[src/hdl/dssm_pkg.sv]
// Shared types, codes and defaults for the dual stack shared memory block.
`timescale 1ns / 1ps

package dssm_pkg;

   localparam int DEPTH_DEF     = 1024;
   localparam int WORD_BITS_DEF = 32;

   localparam int MODE_W   = 3;
   localparam int VALUE_W  = 32;
   localparam int STATUS_W = 2;
   localparam int INDEX_W  = 10;
   localparam int SIZE_W   = 11;
   localparam int CSR_W    = 11;

   localparam logic [MODE_W-1:0] MODE_PUSH   = 3'd0;
   localparam logic [MODE_W-1:0] MODE_POP    = 3'd1;
   localparam logic [MODE_W-1:0] MODE_PEEK   = 3'd2;
   localparam logic [MODE_W-1:0] MODE_CLEAR  = 3'd3;
   localparam logic [MODE_W-1:0] MODE_SEARCH = 3'd4;

   localparam logic [STATUS_W-1:0] ST_OK        = 2'd0;
   localparam logic [STATUS_W-1:0] ST_FULL      = 2'd1;
   localparam logic [STATUS_W-1:0] ST_EMPTY     = 2'd2;
   localparam logic [STATUS_W-1:0] ST_NOT_FOUND = 2'd3;

   // controller -> datapath
   typedef struct packed {
      logic load;   // latch the request, launch the top-of-stack read
      logic exec;   // first cycle of execution
      logic scan;   // further search steps
   } cmd_type;

   // datapath -> controller
   typedef struct packed {
      logic op_search;
      logic scan_done;
   } sts_type;

endpackage

[src/hdl/dssm_ctrl.sv]
// Controller state machine: sequences load, execute and search scan.
`timescale 1ns / 1ps

module dssm_ctrl (
   input  logic              clock,
   input  logic              reset,
   input  logic              start,
   input  dssm_pkg::sts_type sts,
   output dssm_pkg::cmd_type cmd,
   output logic              busy
);

   typedef enum logic [2:0] {
      S_IDLE = 3'b001,
      S_EXEC = 3'b010,
      S_SCAN = 3'b100
   } state_type;

   state_type state_ff, state_in;

   always_comb begin
      state_in = state_ff;
      cmd      = '0;
      case (state_ff)
         S_IDLE: begin
            if (start) begin
               cmd.load = 1'b1;
               state_in = S_EXEC;
            end
         end
         S_EXEC: begin
            cmd.exec = 1'b1;
            state_in = (sts.op_search && !sts.scan_done) ? S_SCAN : S_IDLE;
         end
         S_SCAN: begin
            cmd.scan = 1'b1;
            if (sts.scan_done) begin
               state_in = S_IDLE;
            end
         end
         default: begin
            state_in = S_IDLE;
         end
      endcase
   end

   always_ff @(posedge clock) begin
      if (reset) begin
         state_ff <= S_IDLE;
      end else begin
         state_ff <= state_in;
      end
   end

   assign busy = (state_ff != S_IDLE);

endmodule

[config.mk]
export PLATFORM = sky130hd
export DESIGN_NAME = dssm_ctrl
export DESIGN_NICKNAME = d
export VERILOG_FILES = /design/src/hdl/dssm_pkg.sv /design/src/hdl/dssm_ctrl.sv
export SDC_FILE = /design/constraint.sdc
export NUM_CORES = 1
export LEC_CHECK = 0
export CAP_MARGIN = 5
export CORE_AREA = 4 4 41 43
export CTS_CLUSTER_DIAMETER = 50
export DETAILED_ROUTE_END_ITERATION = 12
export DIE_AREA = 0 0 45 47
export DONT_BUFFER_PORTS = 1
export PLACE_DENSITY = 0.3
export SETUP_SLACK_MARGIN = 0.3
export SKIP_CTS_REPAIR_TIMING = 1
export SLEW_MARGIN = 20
export SYNTH_ARGS = -nofsm -noshare
export SYNTH_HDL_FRONTEND = slang
export SYNTH_SLANG_ARGS = --single-unit
[constraint.sdc]
create_clock -name clock -period 0.9 [get_ports clock]
set_input_delay 0.135 -clock clock [delete_from_list [all_inputs] [get_ports clock]]
set_output_delay 0.135 -clock clock [all_outputs]
set_load 0.02 [all_outputs]
# ---- Yosys cells after proc, flatten, opt, wreduce, memory -nomap -nowiden
# Index checks and enable logic that the tools add are counted.
dict set report word_totals {
  ff_bits 3
  out_inout_bits 4
}
dict set report op_classes {
  eq_ne 6
  n_mux 8
  n_reduce_logical 3
}
# op n
set ops {}
lappend ops {{two-way mux 3 bit} 3}
lappend ops {{case mux 3 bit (3 select lines)} 1}
lappend ops {{two-way mux 1 bit} 4}
lappend ops {{inequality test 2 bit (second input constant)} 2}
lappend ops {{== test 3 x 1 -> 1 bit (second input constant)} 1}
lappend ops {{== test 3 x 2 -> 1 bit (second input constant)} 1}
lappend ops {{== test 3 bit (second input constant)} 1}
lappend ops {{inequality test 3 x 1 -> 1 bit (second input constant)} 1}
lappend ops {{AND reduction 2 bit} 1}
lappend ops {{logical AND 1 bit} 1}
lappend ops {{logical NOT 1 bit} 1}

# ---- Logic depth before layout (Yosys ltp)
dict set report logic_depth {
  ltp_word 4
  depth_mapped 3
}

# ---- Least setup slack after synthesis
# OpenSTA, ideal clock, no wires.
dict set report synth_path {
  path_type {reg2out}
  start {register state_ff[1]}
  end {output port cmd[1] (netlist name)}
  arrival_time_ns 0.921
  t_required_ns 0.765
  slack_ns -0.156
  stages_incl_launch_ff 2
  n_path_buf 0
  cell_sequence {dfxtp_1 > nor3b_1}
}
# item line_no
set synth_lines {}
lappend synth_lines {{from (decl)} dssm_ctrl.sv:19} ;# state_type state_ff, state_in;
lappend synth_lines {{from (signal assigned)} dssm_ctrl.sv:51} ;# state_ff <= state_in;
lappend synth_lines {{to (decl)} dssm_ctrl.sv:9} ;# output dssm_pkg::cmd_type cmd,

==> metrics <==
status=finished, violations left; failing checks=negative hold slack, negative setup slack; via count of the first global-routing pass=135; kind of start point of the critical path=register; Synth Area in XOR/XNOR=0; Synth-to-Final Area Change=62.7%; launch instance of the worst register-to-register path=state_ff[1]; Avg Inst Size Synth=between 10 and 15 um^2; start-to-end type of the worst setup path=reg -> out; total number of vias=approximately 130; most flop-heavy register=state_ff; global-route wire length before repair=558 um; largest family of logic cells by synthesized area=simple AND/OR/NAND/NOR gates; max reg flops=3; floorplan die area=2120 um^2; pin count of the biggest net entering global routing=7; total of endpoints with negative setup slack in the final report=7; setup repair after global routing missed its margin=true; Worst Setup SP=state_ff[2]; max-slew violations=0; post-route total power=0.428 mW; number of clock sinks=3; mux contribution to synthesized area=0; top library cells by usage in the layout, fill and taps aside=sky130_fd_sc_hd__clkbuf_4, sky130_fd_sc_hd__dfxtp_2, sky130_fd_sc_hd__buf_4; Routed Antenna Nets=0; Critical Path AT=0.96 ns; die height=47 um; aggregate routed wire length=~360 um; r2r endpoint=state_ff[0]; placed cell area=204 um^2; buffer depth of the longest clock path=2; fin area=240 um^2; total overflow reported by the global router=0; Clock H-tree levels=1; internal cell power=0.327 mW; register bit count reported by yosys=3; post-synth net total=19; endpoint required time on the critical path=roughly 0.76 ns; end point of the critical path=cmd[1]; PortBufs=0; r2r setup slk=-0.13 ns; share of the core filled with cells=0.185; Synth Cell Area=between 100 and 150 um^2; FP Rows=13; portion of the post-synthesis area used by sequential elements=0.407; minimum setup slack in the final design=-0.199 ns; Overall Global Routing Usage=0.0442; Avg WL per Cell=10.0 um; core area=1300 um^2; net switching power=0.100 mW; Hold Fails Final Rpt=2; DR pass1 iterations=1; final-stage net count=27; Die X=45 um; Post-Synth Adder-Cell Area=0; Reg clk slew, reported paths=0.04 ns; critical hold path startpoint=reset; simple-gate portion of the synthesized area=0.390; headroom to the max-slew limit=0.819; YS warnings=0; Post-Syn Instances=14; largest registers in the final layout=state_ff (3); number of maximum-capacitance violations=0; clk_skew=0.000858 ns; first-iteration detailed-routing DRC count=0; DRC Markers=0; HPWL reported at the end of detailed placement=~290 um; Max IR drop VDD=between 500 and 600 uV; clock root buffer=sky130_fd_sc_hd__clkbuf_4; Max Fclk=just over 0.9 GHz; net switching share of the total power=0.234; clock share of power=0.544; number of inserted filler cells in the final layout=148; share of total power in sequential cells=0.352; measured slew at the worst slew-check pin=0.271 ns; final period demand of the worst path=1.10 ns; vias per std cell=3.50; effective utilization at floorplan=0.113; area fraction in compound gates after synthesis=0.203; final antenna diode count=0; power per unit of standard cell area=1780 nW/um^2; class of the worst hold path=in -> reg; share of cells above drive strength 1=0.667; static leakage=0.0975 nW; antenna violations before repair=0; I/O pin count=9; TritonCTS clock tree=done; CP endpoint kind=primary output; routability congestion estimate from global placement=0.597; final hold slack=-0.0351 ns; placement-stage worst setup slack=-0.117 ns; part of the total power dissipated in combinational logic=0.104; post-route clock period utilization=1.22; largest fanout on the critical path=4; Worst-Skew Late Latency=0.23 ns; logic depth of the worst register-to-register path=3; post-synth cell types=11; total clock buffers created by CTS=3
[layout make-up]
class,count,area (um^2),area share
timing repair buffer,3,26.3,0.109
clock buffer,4,26.3,0.109
tap,15,18.8,0.0781
multi-input combinational,11,105,0.438
sequential,3,63.8,0.266
[cells by family after synthesis]
family	count (synthesis)
AND/OR/NAND/NOR	8
flip-flops	3
AO/OA/AOI/OAI	3
[through the flow]
stage / cells / TNS (ns)
after global placement: 32 / -0.167
after global routing: 36 / -1.30
after CTS: 36 / -1.00
after detailed placement: 32 / -0.194
after floorplan: 14 / 0
final: 36 / -0.923
[cell usage after synthesis]
| cell type | number | area [um^2] |
|---|---|---|
| sky130_fd_sc_hd__a211oi_1 | 1 | 7.51 |
| sky130_fd_sc_hd__nor3b_1 | 1 | 7.51 |
| sky130_fd_sc_hd__nor2b_1 | 1 | 6.26 |
| sky130_fd_sc_hd__nand2b_1 | 1 | 6.26 |
| sky130_fd_sc_hd__nand3b_4 | 1 | 20.0 |
| sky130_fd_sc_hd__a2111oi_2 | 1 | 15.0 |
| sky130_fd_sc_hd__and3_1 | 1 | 6.26 |
| sky130_fd_sc_hd__dfxtp_1 | 3 | 60.1 |
| sky130_fd_sc_hd__nand2_1 | 1 | 3.75 |
| sky130_fd_sc_hd__o21bai_1 | 1 | 7.51 |
| sky130_fd_sc_hd__nor2_1 | 2 | 7.51 |
[per-layer routing]
metal,global-route usage,vias to the layer above,share of wire
met5,0,-,0
met1,0.0476,56,0.47
li1,-,64,-
met2,0.0452,6,0.41
met3,0.0153,0,0.12
met4,0.0877,0,0
[critical path: stages, from the launching register on]
cell and delay, ns:
sky130_fd_sc_hd__dfxtp_2 0.33, sky130_fd_sc_hd__buf_6 0.11, sky130_fd_sc_hd__nor3b_2 0.14, sky130_fd_sc_hd__buf_4 0.16
[worst min path at each step]
stage                             end  depth (start not counted)
after global placement    state_ff[1]                          1
after detailed placement  state_ff[1]                          1
after floorplan           state_ff[2]                          1
after CTS                 state_ff[1]                          1
after global routing      state_ff[1]                          1
final                     state_ff[1]                          1
[power by group through the flow]
stage	Combinational [mW]	Clock [mW]	Sequential, mW
2_1_floorplan	0.0348	0	0.151
3_3_place_gp	0.0436	0	0.152
3_5_place_dp	0.0440	0	0.152
4_1_cts	0.0442	0.249	0.150
5_1_grt	0.0473	0.254	0.152
6_report	0.0446	0.232	0.151
No activity file was read; power rests on OpenSTA's default activity.
